**src/rau_pkg.sv**
```systemverilog
package rau_pkg;

  // value range of the fractions; operands are the low VALUE_WIDTH bits, sign extended
  localparam int VALUE_WIDTH = 32;
  localparam int MAG_W       = VALUE_WIDTH;
  localparam int PROD_W      = 2 * VALUE_WIDTH;
  localparam int FIELD_W     = 32;
  localparam int DEN_OUT_W   = 31;
  localparam int CMD_W       = 3;
  localparam int ST_W        = 2;
  localparam int SHIFT_W     = $clog2(PROD_W);
  localparam int CNT_W       = $clog2(PROD_W + 1);

  // 2^(W-1), the magnitude of the most negative value
  localparam logic [PROD_W:0] LIMIT = (PROD_W + 1)'(1) << (VALUE_WIDTH - 1);

  typedef logic [CMD_W-1:0] cmd_t;
  typedef logic [ST_W-1:0]  st_t;

  localparam cmd_t CMD_NORM  = 3'd0;
  localparam cmd_t CMD_ADD   = 3'd1;
  localparam cmd_t CMD_SUB   = 3'd2;
  localparam cmd_t CMD_MUL   = 3'd3;
  localparam cmd_t CMD_DIV   = 3'd4;
  localparam cmd_t CMD_CMP   = 3'd5;
  localparam cmd_t CMD_FLOOR = 3'd6;

  localparam st_t ST_OK       = 2'd0;
  localparam st_t ST_ZERO_DEN = 2'd1;
  localparam st_t ST_OVERFLOW = 2'd2;

  typedef struct packed {
    logic              start;
    logic [PROD_W-1:0] a;
    logic [PROD_W-1:0] b;
  } unit_req_t;

  typedef struct packed {
    logic              done;
    logic [PROD_W-1:0] q;
    logic [PROD_W-1:0] r;
  } div_rsp_t;

  typedef struct packed {
    logic              done;
    logic [PROD_W-1:0] g;
  } gcd_rsp_t;

endpackage

```
**src/rau_gcd.sv**
```systemverilog
// binary gcd, one shift or subtract per cycle; both operands nonzero
module rau_gcd import rau_pkg::*; (
  input  logic      clk,
  input  logic      rst_n,
  input  unit_req_t req_i,
  output gcd_rsp_t  rsp_o
);

  logic              busy_r, done_r;
  logic [PROD_W-1:0] a_r, b_r, g_r;
  logic [SHIFT_W-1:0] k_r;

  always_ff @(posedge clk) begin
    if (!rst_n) begin
      busy_r <= 1'b0;
      done_r <= 1'b0;
    end else begin
      done_r <= 1'b0;
      if (req_i.start) begin
        busy_r <= 1'b1;
        a_r    <= req_i.a;
        b_r    <= req_i.b;
        k_r    <= '0;
      end else if (busy_r) begin
        if (a_r == b_r) begin
          g_r    <= a_r << k_r;
          busy_r <= 1'b0;
          done_r <= 1'b1;
        end else if (!a_r[0] && !b_r[0]) begin
          a_r <= a_r >> 1;
          b_r <= b_r >> 1;
          k_r <= k_r + 1'b1;
        end else if (!a_r[0]) begin
          a_r <= a_r >> 1;
        end else if (!b_r[0]) begin
          b_r <= b_r >> 1;
        end else if (a_r > b_r) begin
          a_r <= a_r - b_r;
        end else begin
          b_r <= b_r - a_r;
        end
      end
    end
  end

  assign rsp_o = '{done: done_r, g: g_r};

endmodule

```
**config.mk**
```make
export PLATFORM = sky130hd
export DESIGN_NAME = rau_gcd
export DESIGN_NICKNAME = d
export VERILOG_FILES = /design/src/rau_pkg.sv /design/src/rau_gcd.sv
export SDC_FILE = /design/constraint.sdc
export NUM_CORES = 1
export LEC_CHECK = 0
export BUFFER_PORTS_ARGS = -buffer_cell sky130_fd_sc_hd__buf_2
export CAP_MARGIN = 30
export CORE_ASPECT_RATIO = 1.4
export CORE_MARGIN = 2
export CORE_UTILIZATION = 40
export DETAILED_ROUTE_END_ITERATION = 10
export PLACE_DENSITY = 0.58
export SLEW_MARGIN = 20
export SYNTH_ARGS = -nofsm -noshare
export SYNTH_HDL_FRONTEND = slang
export SYNTH_SLANG_ARGS = --single-unit
```
**constraint.sdc**
```tcl
create_clock -name clk -period 15.1 [get_ports clk]
set_input_delay 3.02 -clock clk [delete_from_list [all_inputs] [get_ports clk]]
set_output_delay 3.02 -clock clk [all_outputs]
set_load 0.005 [all_outputs]
```
==> reports/qor.txt <==
Slew HR: 38.7%
Die Ht: 270 um
RD Place Congestion: 0.978
H-tree depth: 4
FP Rows: 97
Setup TNS: 0 ns
CTS tree: yes
Filler cell count: 5011
RSZ-0062 raised after global routing: no
Mux cell area share after synthesis: 7.96%
Most used cell, CP: inv_1
I/O pin cnt: 196
CP delay by family, top: compound AO/OA/AOI/OAI gates
Share of cells above drive strength 1: 14.2%
VDD IR max: 0.0930 mV
CP Capture Type: register
Adder-Cell Fraction of Synth Area: 8.27%
Vias: 19023
Min-delay worst type: register to register
Initial DRC count: 1727
Mean Syn Cell Area: 8.26 um2
Max cap viols: 0
Main synth FF type: edfxtp_1
CP bufs+invs: 3
Post-synthesis sequential area ratio: 29.7%
XOR/XNOR Fraction of Synth Area: 5.43%
Diodes inserted: 0
Worst-skew pair later-pin latency: 0.49 ns
Worst r2r src: a_r[0]
Area grow syn2layout: 9.18%
CP max FO: 37
HP Start: busy_r
Synth Area in Compound Gates: 25.9%
Post CTS Setup Buffer Count: 0
Final Hold Fails: 0
Most frequent cells in the layout: nand2_1, a21oi_1, inv_1
Largest family of logic cells by synthesized area: compound AO/OA/AOI/OAI gates
All-Layer GR Usage: 27.7%
HPWL Detailed: 59.0 mm
WL/cell: 23.5 um
Worst Path Arrival: 5.31 ns
CTS resizes: 0
ANT nets after route: 0
Post-synthesis simple-gate area fraction: 14.7%
Num CTS Buffers: 17
Die ar.: 0.0522 mm2
Fin nets: 2763
Hold Path Sink: done_r
Fin crit share: 34.3%
R2R Setup Slk: 9.92 ns
Worst-case reg-to-reg path depth: 13
Max incr delay on CP: 0.79 ns
#FFs+latches synth: 200
Port Buffers: 195
Post-synth ARST share: 0%
Maximum root-to-sink buffer count: 2
DRC Markers: 0
Synth warnings: 0
GRT Residual Overflow: 0
Post-Syn Instances: 2441
Die W: 194 um
Routed WL: 74.1 mm
Cts-stage hold buffer count: 0
Initial antenna violation count: 0
Detailed-router iteration count before antenna repair: 6
Crit path cell chain: inv_1, ha_1, inv_1, fa_1, a211oi_1, o211ai_1, a31oi_1, o21a_1, a2bb2oi_1, a22o_1, o21bai_1, a31oi_4, buf_4
Clk_skew: 0.0205 ns
Min-Delay Path Depth: 2
P_leak: 9.23 nW
Synth cell types: 82
Worst setup SP type: register
Hold_ws: 0.586 ns
Setup CP Type: register to register
Via density: 6.03
First-pass GRT wire length: 112 mm
Most common cell after layout, fill and taps aside: nand2_1
Status: finished clean
Root Driver: clkbuf_16
Reg2reg end: a_r[9]
Worst-margin pin slew: 0.919 ns
Peak Freq: 0.193 GHz
Final min period: 5.18 ns
Pwr Density: 92.5 mW/mm2
Setup violations, final: 0
Vias in the first global route: 18400
Post-placement cell area: 0.0214 mm2
Mapped Nets: 2704
Cell area after synthesis: 0.0202 mm2
Initial Util: 40.4%
CORE AREA: 0.0499 mm2
Slowest-stage cell, CP: a31oi_4
Final Slew Violations: 0
EDFF count, synth: 198
Largest net degree at the start of global routing: 82
Finished Cell Area: 0.0220 mm2
CTS Sinks: 200
Required @ worst endpoint: 15.22 ns
Clock transition at the registers of the reported paths: 0.08 ns
## cells in the mapped netlist (21+ instances only)
library cell  count  area (um2)
a21o_1           54         405
mux4_2           49        1100
mux2i_1          49         490
xnor2_1          89         780
clkbuf_1        110         413
xor2_1           36         315
o21bai_1         38         285
a221oi_1         48         420
o221ai_1         34         298
nor2_1          197         739
nand3_1          31         155
o21ai_1          21         105
nor3_1           23         115
a31oi_1          21         131
inv_1           217         815
a21oi_1         273        1370
nand4_1          36         225
ha_1            130        1630
buf_2            39         195
o22ai_1          23         144
a22oi_1          27         203
nand2_1         323        1210
edfxtp_1        198        5950
o21ai_0         146         731
## layout make-up
class,instances,area [um2],share of cell area [%]
Clock buffer,17,425,1.93
Clock inverter,15,201,0.915
Tap cell,643,805,3.65
Multi-Input combinational cell,1846,12600,57.2
Timing Repair Buffer,216,1170,5.33
Sequential cell,200,5990,27.2
Inverter,219,822,3.73
## registers in the layout (all words and copies together), names as in the netlist
| register | count |
|---|---|
| a_r | 64 |
| b_r | 64 |
| busy_r | 1 |
| done_r | 1 |
| g_r | 64 |
| k_r | 6 |
## cell families (layout without fill, tap and decap cells)
| family | count (synthesis) | after routing |
|---|---|---|
| AOI/OAI and AO/OA | 805 | 805 |
| and+or+nand+nor | 685 | 685 |
| buffers and inverters | 395 | 467 |
| DFF | 200 | 200 |
| adders and majority gates | 132 | 132 |
| xor gates and xnor gates | 125 | 125 |
| muxes | 99 | 99 |
## per-stage QoR
stage               power [mW]  std cells  setup slack [ns]  utilization (%)
floorplan                 1.28       2441              6.57                -
global placement          1.52       3121              9.42             42.8
detailed placement        1.52       3122              9.23             42.8
CTS                       2.03       3154              9.64             44.1
global route              2.13       3156              9.55             44.1
finish                    2.04       3156              9.92             44.1
## power breakdown
part	switching (mW)	internal, mW
logic	0.533	0.297
clock network	0.264	0.241
registers	0.0466	0.654
## worst reg2reg max path, delay by kind of cell, from the launching register on
family                   cells  cell delay, ns
flip-flops                   1            0.62
AO/OA/AOI/OAI                8            2.88
buffers and inverters        3            0.83
adder cells (fa/ha/maj)      2            0.48
## layer usage
layer | part of all wire (%) | global-route usage, % | vias to the layer above
li1 | - | - | 8952
met3 | 5.3 | 2.66 | 160
met1 | 41 | 34.5 | 9126
met2 | 49 | 48.0 | 785
met4 | 4.8 | 13.5 | 0
met5 | 0 | 0 | -
## worst max-delay path by stage
stage | start | endpoint | slack [ns] | cells after the start
2_1_floorplan | req_i[128] | g_r[0] | 6.57 | 4
3_3_place_gp | req_i[128] | b_r[27] | 9.42 | 4
3_5_place_dp | req_i[128] | b_r[58] | 9.23 | 4
4_1_cts | a_r[0] | b_r[44] | 9.64 | 14
5_1_grt | a_r[0] | a_r[9] | 9.55 | 13
6_report | a_r[0] | a_r[9] | 9.92 | 13
Power figures use the tool's default switching activity.
