--- src/rau_pkg.sv ---
package rau_pkg;

  // value range of the fractions; operands are the low VALUE_WIDTH bits, sign extended
  localparam int VALUE_WIDTH = 32;
  localparam int MAG_W       = VALUE_WIDTH;
  localparam int PROD_W      = 2 * VALUE_WIDTH;
  localparam int FIELD_W     = 32;
  localparam int DEN_OUT_W   = 31;
  localparam int CMD_W       = 3;
  localparam int ST_W        = 2;
  localparam int SHIFT_W     = $clog2(PROD_W);
  localparam int CNT_W       = $clog2(PROD_W + 1);

  // 2^(W-1), the magnitude of the most negative value
  localparam logic [PROD_W:0] LIMIT = (PROD_W + 1)'(1) << (VALUE_WIDTH - 1);

  typedef logic [CMD_W-1:0] cmd_t;
  typedef logic [ST_W-1:0]  st_t;

  localparam cmd_t CMD_NORM  = 3'd0;
  localparam cmd_t CMD_ADD   = 3'd1;
  localparam cmd_t CMD_SUB   = 3'd2;
  localparam cmd_t CMD_MUL   = 3'd3;
  localparam cmd_t CMD_DIV   = 3'd4;
  localparam cmd_t CMD_CMP   = 3'd5;
  localparam cmd_t CMD_FLOOR = 3'd6;

  localparam st_t ST_OK       = 2'd0;
  localparam st_t ST_ZERO_DEN = 2'd1;
  localparam st_t ST_OVERFLOW = 2'd2;

  typedef struct packed {
    logic              start;
    logic [PROD_W-1:0] a;
    logic [PROD_W-1:0] b;
  } unit_req_t;

  typedef struct packed {
    logic              done;
    logic [PROD_W-1:0] q;
    logic [PROD_W-1:0] r;
  } div_rsp_t;

  typedef struct packed {
    logic              done;
    logic [PROD_W-1:0] g;
  } gcd_rsp_t;

endpackage

--- src/rau_divider.sv ---
// restoring divider, one quotient bit per cycle
module rau_divider import rau_pkg::*; (
  input  logic      clk,
  input  logic      rst_n,
  input  unit_req_t req_i,
  output div_rsp_t  rsp_o
);

  logic              busy_r, done_r;
  logic [CNT_W-1:0]  cnt_r;
  logic [PROD_W-1:0] rem_r, quo_r, dsr_r;
  logic [PROD_W:0]   shifted, diff;
  logic              fits;

  assign shifted = {rem_r, quo_r[PROD_W-1]};
  assign fits    = shifted >= {1'b0, dsr_r};
  assign diff    = shifted - {1'b0, dsr_r};

  always_ff @(posedge clk) begin
    if (!rst_n) begin
      busy_r <= 1'b0;
      done_r <= 1'b0;
    end else begin
      done_r <= 1'b0;
      if (req_i.start) begin
        busy_r <= 1'b1;
        rem_r  <= '0;
        quo_r  <= req_i.a;
        dsr_r  <= req_i.b;
        cnt_r  <= CNT_W'(PROD_W);
      end else if (busy_r) begin
        rem_r <= fits ? diff[PROD_W-1:0] : shifted[PROD_W-1:0];
        quo_r <= {quo_r[PROD_W-2:0], fits};
        cnt_r <= cnt_r - 1'b1;
        if (cnt_r == CNT_W'(1)) begin
          busy_r <= 1'b0;
          done_r <= 1'b1;
        end
      end
    end
  end

  assign rsp_o = '{done: done_r, q: quo_r, r: rem_r};

endmodule

--- config.mk ---
export PLATFORM = sky130hd
export DESIGN_NAME = rau_divider
export DESIGN_NICKNAME = d
export VERILOG_FILES = /design/src/rau_pkg.sv /design/src/rau_divider.sv
export SDC_FILE = /design/constraint.sdc
export NUM_CORES = 1
export LEC_CHECK = 0
export ABC_AREA = 1
export BUFFER_PORTS_ARGS = -buffer_cell sky130_fd_sc_hd__buf_2
export CAP_MARGIN = 10
export CORE_UTILIZATION = 40
export CTS_CLUSTER_DIAMETER = 120
export DETAILED_ROUTE_END_ITERATION = 8
export GPL_TIMING_DRIVEN = 0
export PLACE_DENSITY_LB_ADDON = 0.08
export SLEW_MARGIN = 40
export SYNTH_ARGS = -nofsm -noshare
export SYNTH_HDL_FRONTEND = slang
export SYNTH_SLANG_ARGS = --single-unit
--- constraint.sdc ---
create_clock -name clk -period 4.93 [get_ports clk]
set_clock_uncertainty 0.1 [all_clocks]
set_input_delay 0.7395 -clock clk [delete_from_list [all_inputs] [get_ports clk]]
set_output_delay 0.7395 -clock clk [all_outputs]
set_load 0.1 [all_outputs]
==> results of run 1 <==
## final cells by class
cell class                 instances  area [sq um]
timing repair buffer             263          1380
sequential                       201          6020
fill                            3849         18400
tap                              461           577
clock buffer                      27           612
multi-input combinational       1497          6820
clock inverter                    17           124
inverter                         443          1670
buffer                            41           201
## routing by layer
metal | part of all wire | GRT usage
met2 | 0.45 | 0.414
met1 | 0.46 | 0.327
met5 | 0.00028 | 0
met4 | 0.025 | 0.0655
met3 | 0.068 | 0.0548
## synth_stat cells
library cell	instances	area [sq um]
or2_2	3	18.8
buf_4	6	45.0
edfxtp_1	199	5980
o31ai_1	1	7.51
clkbuf_1	23	86.3
inv_1	442	1660
nand4_1	11	68.8
xor2_1	31	272
nand2_1	943	3540
nand2_4	1	11.3
o21a_1	1	7.51
dfxtp_1	2	40.0
and3_1	2	12.5
and2_1	3	18.8
nor3_1	8	40.0
nor2_2	3	18.8
buf_2	7	35.0
nand3b_1	40	300
a21oi_2	1	8.76
nand3_2	2	20.0
inv_2	1	3.75
ha_1	66	826
buf_1	3	11.3
xnor2_1	1	8.76
fa_1	1	20.0
nor2_1	245	920
o21ai_0	8	40.0
a21oi_1	45	225
nor4_1	4	25.0
nand2_2	3	18.8
buf_6	2	22.5
nand3_1	73	365
nor4_4	1	21.3
## worst register-to-register path, cell delays in order, from the launching register on
cell      delay (ns)
edfxtp_1        0.41
ha_1            0.38
nand2_1         0.14
inv_1           0.05
nand2_1         0.06
nand2_1         0.09
inv_1           0.08
nand3_2         0.15
nand2_1         0.09
nand2_1         0.17
nand2_1         0.16
nand2_2         0.12
a21oi_2         0.45
buf_2           0.45
o21ai_0         0.13
## cells in the final DEF, fill, tap and decap left out, types with 8 or more instances in the layout
master	n
nand3_1	73
clkbuf_16	24
nor3_1	8
nand4_1	11
buf_2	266
o21ai_0	8
xor2_1	31
nand2_1	942
nor2_1	245
clkinv_1	9
inv_1	441
a21oi_1	45
edfxtp_1	199
clkbuf_1	25
ha_1	66
nand3b_1	40
## report_power, final
part / leakage (nW) / switching [mW] / internal, mW / total, mW
clock: 0.362 / 0.710 / 0.945 / 1.66
combinational: 7.43 / 2.32 / 0.736 / 3.05
sequential: 1.94 / 0.100 / 2.12 / 2.22
## worst max-delay path by stage
stage	startpoint	slack [ns]	end	depth (start not counted)
CTS	rem_r[7]$_SDFFCE_PP0P_	1.62	quo_r[0]$_DFFE_PP_	14
finish	rem_r[7]$_SDFFCE_PP0P_	1.59	quo_r[0]$_DFFE_PP_	14
detailed placement	rem_r[7]$_SDFFCE_PP0P_	1.61	quo_r[0]$_DFFE_PP_	14
global placement	req_i[128]	-1.45	rem_r[19]$_SDFFCE_PP0P_	4
global route	rem_r[7]$_SDFFCE_PP0P_	1.41	quo_r[0]$_DFFE_PP_	14
floorplan	req_i[128]	0.36	cnt_r[0]$_SDFFCE_PP0P_	3
## registers in the layout, indices dropped and copies added (netlist names)
register / flops
done_r: 1
quo_r: 64
cnt_r: 7
busy_r: 1
rem_r: 64
dsr_r: 64
## per-stage QoR
stage / area, sq um / hold WS [ns] / util
2_1_floorplan: 14700 / 0.330 / -
3_3_place_gp: 16600 / 0.337 / 0.462
3_5_place_dp: 16700 / 0.424 / 0.465
4_1_cts: 17400 / 0.242 / 0.485
5_1_grt: 17400 / 0.244 / 0.485
6_report: 17400 / 0.264 / 0.485
## logic make-up (layout without fill, tap and decap cells)
group	Yosys count	after routing	share of synthesized area
AND/OR/NAND/NOR	1342	1342	0.367
XOR/XNOR	32	32	0.0191
buffers and inverters	484	791	0.127
AO/OA/AOI/OAI	56	56	0.0197
adder cells (fa/ha/maj)	67	67	0.0576
flip-flops	201	201	0.409
==> flow_summary.yaml, run 1 <==
global_route:
  grt_pass1_wl_um: 72800
  grt_pass1_vias: 13400
  grt_antenna_before_repair: 1
  grt_max_degree: 41
  gr-total-overflow: 0
  grt_usage: 0.249
cells_and_area:
  fin_cells: 2950
  area.growth.synth_to_final_pct: 18.4
  layout.nets: 2669
  diodes: 0
  drive_gt1_frac: 0.132
worst_hold_path:
  hp-start: "req_i[10]"
  holdPathStages: 1
  min_to: "dsr_r[10]$_DFFE_PP_"
  hold_class: "input port to flip-flop"
clocking:
  cts-root-buf: "clkbuf_16"
  postCtsHoldBufs: 0
  cts_max_level: 1
  clk_pin_slew_ns: 0.06
  cts_max_path_buffers: 3
  cts_tree: "done"
  insertion_delay_ns: 0.55
  cts_buffers: 24
  cts.sinks: 201
  post_cts_buffers: 0
  ctsResizeCount: 0
route:
  wl_per_cell_um: 15.8
  first_iter_violations: 695
  vias: 13600
  drc: 0
  drt_pre_antenna_iters: 5
  final_antenna_net_count: 0
  drt-total-wl_um: 46500
  viasPerCell: 4.61
timing:
  timing.slew.headroom: 0.558
  tightest_slew_ns: 0.663
  max_freq_mhz: 299
  fin_tns_setup_ns: 0
  rsz0062_at_grt: "no"
  finalSetupViolCount: 0
  finalHoldViolCount: 0
  finalMaxSlewViolations: 0
  fin_ws_ns: 1.59
  timing.final.crit_share: 0.678
  post-route-min-period_ns: 3.34
placement:
  portBuffers: 259
  dp_slack_ns: 1.61
  dp_cells: 2906
  hpwl_um: 38800
  gp_congestion: 0.975
logic_synthesis:
  syn_nets: 2380
  ys_warn_count: 0
  avgSynthCellArea_sq_um: 6.73
  synthCells: 2182
  synthDistinctLibCells: 33
  synth-seq-area-share: 0.409
  synth_seq_cells: 201
  syn-cell-area_sq_um: 14700
worst_setup_path:
  path_max_fanout: 10
  cp_top_family: "simple AND/OR/NAND/NOR gates"
  crit_buf_inv: 3
  cp_cell_sequence: "ha_1, nand2_1, inv_1, nand2_1, nand2_1, inv_1, nand3_2, nand2_1, nand2_1, nand2_1, nand2_2, a21oi_2, buf_2, o21ai_0"
  critPathMaxStageDelay_ns: 0.45
  cp.arrival_ns: 3.51
  setup.worst_path.end_class: "flip-flop"
  cpMostUsedCell: "nand2_1"
  crit_type: "flip-flop to flip-flop"
  critPathSlowestCell: "a21oi_2"
  reg2reg_to: "quo_r[0]$_DFFE_PP_"
  required_ns: 5.10
  reg2reg_from: "rem_r[7]$_SDFFCE_PP0P_"
  reg2regPathDepth: 14
  r2r_slack_ns: 1.59
  startpoint_type: "flip-flop"
die:
  io_pins: 260
  die_h_um: 194
  start_util: 0.410
  die_area_sq_um: 37500
  core_sq_um: 35800
  die_w_um: 194
  rows: 69
power:
  power_leakage_nw: 9.74
  ir_worst_vdd_mv: 0.309
  powerDensity_nw_per_um2: 398
  fin_total_pwr_mw: 6.93
run_status:
  status: "finished clean"
run:
  cap_violations: 0
No activity file was read; power rests on OpenSTA's default activity.
==> run 2: changes to the inputs <==
==> constraint.sdc (replaced) <==
create_clock -name clk -period 2.7 [get_ports clk]
set_clock_uncertainty 0.1 [all_clocks]
set_input_delay 0.405 -clock clk [delete_from_list [all_inputs] [get_ports clk]]
set_output_delay 0.405 -clock clk [all_outputs]
set_load 0.1 [all_outputs]
==> run 2 against run 1 <==
Compared with the run above: die area did not move; first-iteration DRC count rose by 11%; cell count up 5.7%; global-route usage rose by 2.1 points; setup slack lost 1.5 ns; combinational power up 120%; register-to-register slack got worse by 1.5 ns; via count grew 7.6%; critical path depth down 2; sequential power grew 85%; clock power rose by 95%; power up 100%; critical path type unchanged; largest cell class unchanged; largest power group unchanged; highest routed layer is now met4.
==> flow_summary.yaml, run 2 (synthesized netlist as in run 1, its figures left out) <==
clocking:
  cts-root-buf: "clkbuf_16"
  cts_buffers: 23
  cts_max_path_buffers: 3
  cts_max_level: 1
  cts_tree: "done"
  insertion_delay_ns: 0.55
  clk_pin_slew_ns: 0.06
  cts.sinks: 201
worst_setup_path:
  cp_cell_sequence: "ha_4, nand2_2, nor2_2, nand2_4, nor4_4, buf_6, a21oi_4, buf_4, buf_12, buf_6, nor2_4, nor2_1"
  startpoint_type: "flip-flop"
  crit_cells: 12
  crit_buf_inv: 4
  cp_top_family: "simple AND/OR/NAND/NOR gates"
  cp.arrival_ns: 2.83
  reg2regPathDepth: 12
  setup.worst_path.end_class: "flip-flop"
  path_max_fanout: 10
  critPathMaxStageDelay_ns: 0.47
  cpMostUsedCell: "buf_6"
  required_ns: 2.90
  critPathSlowestCell: "edfxtp_1"
  crit_type: "flip-flop to flip-flop"
route:
  final_antenna_net_count: 0
  drt_pre_antenna_iters: 7
  vias: 14600
  drc: 0
  viasPerCell: 4.69
  wl_per_cell_um: 16.6
  first_iter_violations: 774
  drt-total-wl_um: 51900
power:
  power_leakage_nw: 10.8
  fin_total_pwr_mw: 14.1
  powerDensity_nw_per_um2: 691
  power_frac_seq: 0.290
  clkPwrFrac: 0.229
  power.internal_mw: 7.92
  combPwrFrac: 0.481
  power_switching_mw: 6.22
  ir_worst_vdd_mv: 0.515
  p_sw_frac: 0.440
cells_and_area:
  layout.nets: 2840
  area.growth.synth_to_final_pct: 39.3
  drive_gt1_frac: 0.248
  utilization: 0.571
  fin_cells: 3117
  diodes: 0
  final_common_cell: "nand2_1"
  final_cell_mix: "nand2_1, inv_1, buf_2, edfxtp_1, nor2_1"
  biggestRegsByFlops: "dsr_r (64), quo_r (64), rem_r (64)"
die:
  rows: 69
  die_area_sq_um: 37500
  die_h_um: 194
  die_w_um: 194
  core_sq_um: 35800
  start_util: 0.410
  io_pins: 260
worst_hold_path:
  holdPathStages: 3
  hold_class: "input port to flip-flop"
placement:
  dp_cells: 2905
  portBuffers: 259
  hpwl_um: 40700
  gp_congestion: 0.923
  dp_slack_ns: -0.490
timing:
  finalMaxSlewViolations: 0
  finalSetupViolCount: 0
  timing.slew.headroom: 0.538
  finalHoldViolCount: 0
  post-route-min-period_ns: 2.62
  max_freq_mhz: 381
  tightest_slew_ns: 0.693
  timing.final.crit_share: 0.971
  rsz0062_at_grt: "yes"
  fin_ws_ns: 0.0781
run_status:
  status: "finished clean"
run:
  cap_violations: 0
global_route:
  grt_antenna_before_repair: 0
  grt_usage: 0.270
  grt_pass1_wl_um: 78700
  grt_pass1_vias: 14200
  gr-total-overflow: 0
  grt_max_degree: 66
run 2: changes by cell type in the layout (fill, tap and decap cells not counted), sizes merged:
cell,delta
inv,+1
clkinvlp,+3
buf,+107
clkinv,-11
bufinv,+3
dlygate4sd3,+64
run 2: path summary, 6_finish.rpt:
check / to / slack, ns / start
min reg2reg: quo_r[6]$_DFFE_PP_ / 0.44 / quo_r[5]$_DFFE_PP_
max: rem_r[57]$_SDFFCE_PP0P_ / 0.08 / rem_r[38]$_SDFFCE_PP0P_
max reg2reg: rem_r[57]$_SDFFCE_PP0P_ / 0.08 / rem_r[38]$_SDFFCE_PP0P_
min: quo_r[52]$_DFFE_PP_ / 0.03 / req_i[116]
run 2: layer usage:
metal	track usage	routed length, um	vias up
li1	-	-	7531
met1	0.355	23300	6660
met2	0.461	24000	369
met3	0.0485	3120	66
met4	0.0628	1470	0
met5	0	0	-
run 2: worst register-to-register path: cells and delay by family, from the launching register on:
family	cells	cell delay, ns
AOI/OAI and AO/OA	1	0.06
adders and majority gates	1	0.34
buffers and inverters	4	0.58
DFF	1	0.47
and+or+nand+nor	6	0.85
run 2: through the flow:
step	instance area (sq um)	TNS, ns	hold slack [ns]
CTS	19700	0	0.00260
detailed placement	16900	-14.38	0.424
global route	20500	-0.508	0.0231
floorplan	15000	-12.52	0.388
finish	20500	0	0.0259
global placement	16800	-144.87	0.397
run 2: final cells by class:
type | count | area (sq um)
fill | 3510 | 15400
multi-input combinational | 1497 | 8250
sequential | 201 | 6020
timing repair buffer | 435 | 2900
inverter | 443 | 1670
clock buffer | 26 | 587
tap | 461 | 577
buffer | 41 | 288
clock inverter | 13 | 185
run 2: power by group through the flow:
stage | Combinational, mW | Clock [mW] | Sequential (mW)
after floorplan | 2.69 | 0 | 5.72
after global placement | 5.70 | 0 | 4.14
after detailed placement | 5.74 | 0 | 4.13
after CTS | 6.43 | 3.33 | 4.10
after global routing | 7.37 | 3.42 | 4.13
final | 6.81 | 3.24 | 4.10
run 2: what timing repair did:
item / in CTS / in global routing
buffers inserted: 66 / 42
endpoints found under the hold margin: 64 / 0
cloned: 1 / 0
endpoints found under the setup margin: 65 / 65
hold buffers: 64 / 0
pin swaps: 40 / 46
gates resized for setup: 135 / 120
==> run 3: changes to the inputs <==
--- a/config.mk
+++ b/config.mk
@@ -8,11 +8,14 @@
 export ABC_AREA = 1
 export BUFFER_PORTS_ARGS = -buffer_cell sky130_fd_sc_hd__buf_2
 export CAP_MARGIN = 10
-export CORE_UTILIZATION = 40
+export CELL_PAD_IN_SITES_DETAIL_PLACEMENT = 1
+export CELL_PAD_IN_SITES_GLOBAL_PLACEMENT = 1
+export CORE_UTILIZATION = 37
 export CTS_CLUSTER_DIAMETER = 120
 export DETAILED_ROUTE_END_ITERATION = 8
 export GPL_TIMING_DRIVEN = 0
 export PLACE_DENSITY_LB_ADDON = 0.08
+export RECOVER_POWER = 100
 export SLEW_MARGIN = 40
 export SYNTH_ARGS = -nofsm -noshare
 export SYNTH_HDL_FRONTEND = slang
==> run 3 against run 2 <==
Compared with the run above: sequential cell count unchanged; setup slack got worse by 0.059 ns; routed wire length increased by 13%; clock power decreased by 5%; sequential share of layout area decreased by 0.60 points; hold slack improved by 0.0046 ns; count of clock-buffer cells in the layout increased by 2; combinational power increased by 6.0%.
==> flow_summary.yaml, run 3 (synthesized netlist as in run 1, its figures left out) <==
run_status:
  status: "finished clean"
timing:
  max_freq_mhz: 373
  post-route-min-period_ns: 2.68
  rsz0062_at_grt: "yes"
  finalSetupViolCount: 0
  fin_tns_setup_ns: 0
  finalHoldViolCount: 0
  fin_ws_ns: 0.0194
  tightest_slew_ns: 0.693
  finalMaxSlewViolations: 0
  timing.final.crit_share: 0.993
  timing.slew.headroom: 0.538
worst_hold_path:
  min_to: "quo_r[9]$_DFFE_PP_"
  hp-start: "req_i[73]"
  hold_class: "input port to flip-flop"
  holdPathStages: 3
route:
  viasPerCell: 4.77
  drt-total-wl_um: 58400
  wl_per_cell_um: 18.4
  route.met3.wl_um: 2600
  vias: 15200
  first_iter_violations: 570
  drt_pre_antenna_iters: 5
  routed.top_layer: "met4"
  drc: 0
  drt-met1-wl_um: 25300
  final_antenna_net_count: 0
  wl_met2_um: 29200
die:
  die_w_um: 201
  io_pins: 260
  rows: 72
  die_area_sq_um: 40500
  start_util: 0.378
  die_h_um: 201
  core_sq_um: 38900
worst_setup_path:
  critPathMaxStageDelay_ns: 0.44
  critPathSlowestCell: "edfxtp_1"
  cp.arrival_ns: 2.96
  path_max_fanout: 5
  crit_type: "flip-flop to flip-flop"
  cpMostUsedCell: "nand2_1"
  cp_cell_sequence: "ha_4, nand2_1, nand2_1, nand2_1, nand2_1, inv_1, nand3_4, nand2_4, nand2_4, nand2_4, nand2_8, a21oi_4, buf_12, buf_8, nor2_1, nor2_1"
  reg2reg_to: "rem_r[24]$_SDFFCE_PP0P_"
  reg2regPathDepth: 16
  crit_start: "rem_r[5]$_SDFFCE_PP0P_"
  r2r_slack_ns: 0.02
  setup.worst_path.end_class: "flip-flop"
  startpoint_type: "flip-flop"
  required_ns: 2.98
  reg2reg_from: "rem_r[5]$_SDFFCE_PP0P_"
global_route:
  grt_pass1_vias: 15800
  grt_antenna_before_repair: 0
  grt_usage: 0.275
  grt_pass1_wl_um: 86800
  gr-total-overflow: 0
  grt_max_degree: 70
clocking:
  cts_tree: "done"
  cts_max_level: 1
  cts-root-buf: "clkbuf_16"
  insertion_delay_ns: 0.54
  clk_pin_slew_ns: 0.06
  cts.sinks: 201
  cts_buffers: 23
  cts_max_path_buffers: 3
placement:
  hpwl_um: 43700
  gp_congestion: 0.902
  dp_slack_ns: -0.541
  portBuffers: 259
  dp_cells: 2961
  place_area_sq_um: 17000
cells_and_area:
  drive_gt1_frac: 0.274
  final_area_sq_um: 20900
  fin_cells: 3183
  utilization: 0.537
  area.growth.synth_to_final_pct: 42.2
  final_cell_mix: "nand2_1, inv_1, buf_2, edfxtp_1, nor2_1"
  diodes: 0
  fillers: 4986
  layout.nets: 2846
  biggestRegsByFlops: "dsr_r (64), quo_r (64), rem_r (64)"
  final_common_cell: "nand2_1"
power:
  power_leakage_nw: 10.9
  ir_worst_vdd_mv: 0.456
  powerDensity_nw_per_um2: 689
run:
  cap_violations: 0
run 3: cell count changes in the layout (fill, tap and decap cells not counted), sizes merged:
| cell | before | now |
|---|---|---|
| inv | 444 | 443 |
| clkinvlp | 3 | 0 |
| clkbuf | 50 | 55 |
| bufinv | 4 | 2 |
| buf | 388 | 391 |
| clkinv | 5 | 12 |
run 3: worst max-delay path by stage:
stage | endpoint | slack, ns | cells past startpoint
global route | rem_r[59]$_SDFFCE_PP0P_ | -0.09 | 15
CTS | rem_r[48]$_SDFFCE_PP0P_ | -0.005 | 15
global placement | dsr_r[22]$_DFFE_PP_ | -1.09 | 4
detailed placement | rem_r[48]$_SDFFCE_PP0P_ | -0.54 | 15
floorplan | rem_r[42]$_SDFFCE_PP0P_ | -0.21 | 17
finish | rem_r[24]$_SDFFCE_PP0P_ | 0.02 | 16
run 3: power by group:
part / switching (mW) / total [mW] / leakage [nW] / internal, mW
clock: 1.32 / 3.07 / 0.349 / 1.75
sequential: 0.240 / 4.11 / 1.94 / 3.87
combinational: 4.98 / 7.22 / 8.58 / 2.24
total: 6.54 / 14.4 / 10.9 / 7.86
run 3: through the flow:
| step | power [mW] | hold slack (ns) |
|---|---|---|
| final | 14.4 | 0.0305 |
| after floorplan | 8.41 | 0.388 |
| after CTS | 13.7 | 0.00663 |
| after global placement | 9.88 | 0.397 |
| after global routing | 15.1 | 0.0366 |
| after detailed placement | 9.97 | 0.428 |
run 3: what timing repair did:
item	4_1_cts	5_1_grt
buffers inserted	56	60
gates resized for setup	121	249
endpoints found under the setup margin	65	65
hold buffers	64	0
pin swaps	15	96
gates cloned	1	3
endpoints found under the hold margin	64	0
run 3: layout make-up:
type / instances / area (sq um) / area share
Timing Repair Buffer: 444 / 3010 / 0.144
Sequential cell: 201 / 6020 / 0.288
Multi-Input combinational cell: 1497 / 8530 / 0.408
Clock inverter: 14 / 115 / 0.00551
Clock buffer: 28 / 594 / 0.0284
Buffer: 38 / 304 / 0.0145
Tap cell: 518 / 648 / 0.0310
Inverter: 443 / 1670 / 0.0800
run 3: per-layer routing:
metal / vias to the layer above / GRT usage
li1: 7535 / -
met1: 7292 / 0.347
met2: 279 / 0.489
met3: 66 / 0.0434
met4: 0 / 0.0706
met5: - / 0
run 3: critical path: cells and delay by family, from the launching register on:
kind	cells	cell delay (ns)
buffers and inverters	3	0.41
adders and majority gates	1	0.27
AOI/OAI and AO/OA	1	0.31
DFF	1	0.44
and+or+nand+nor	11	0.97
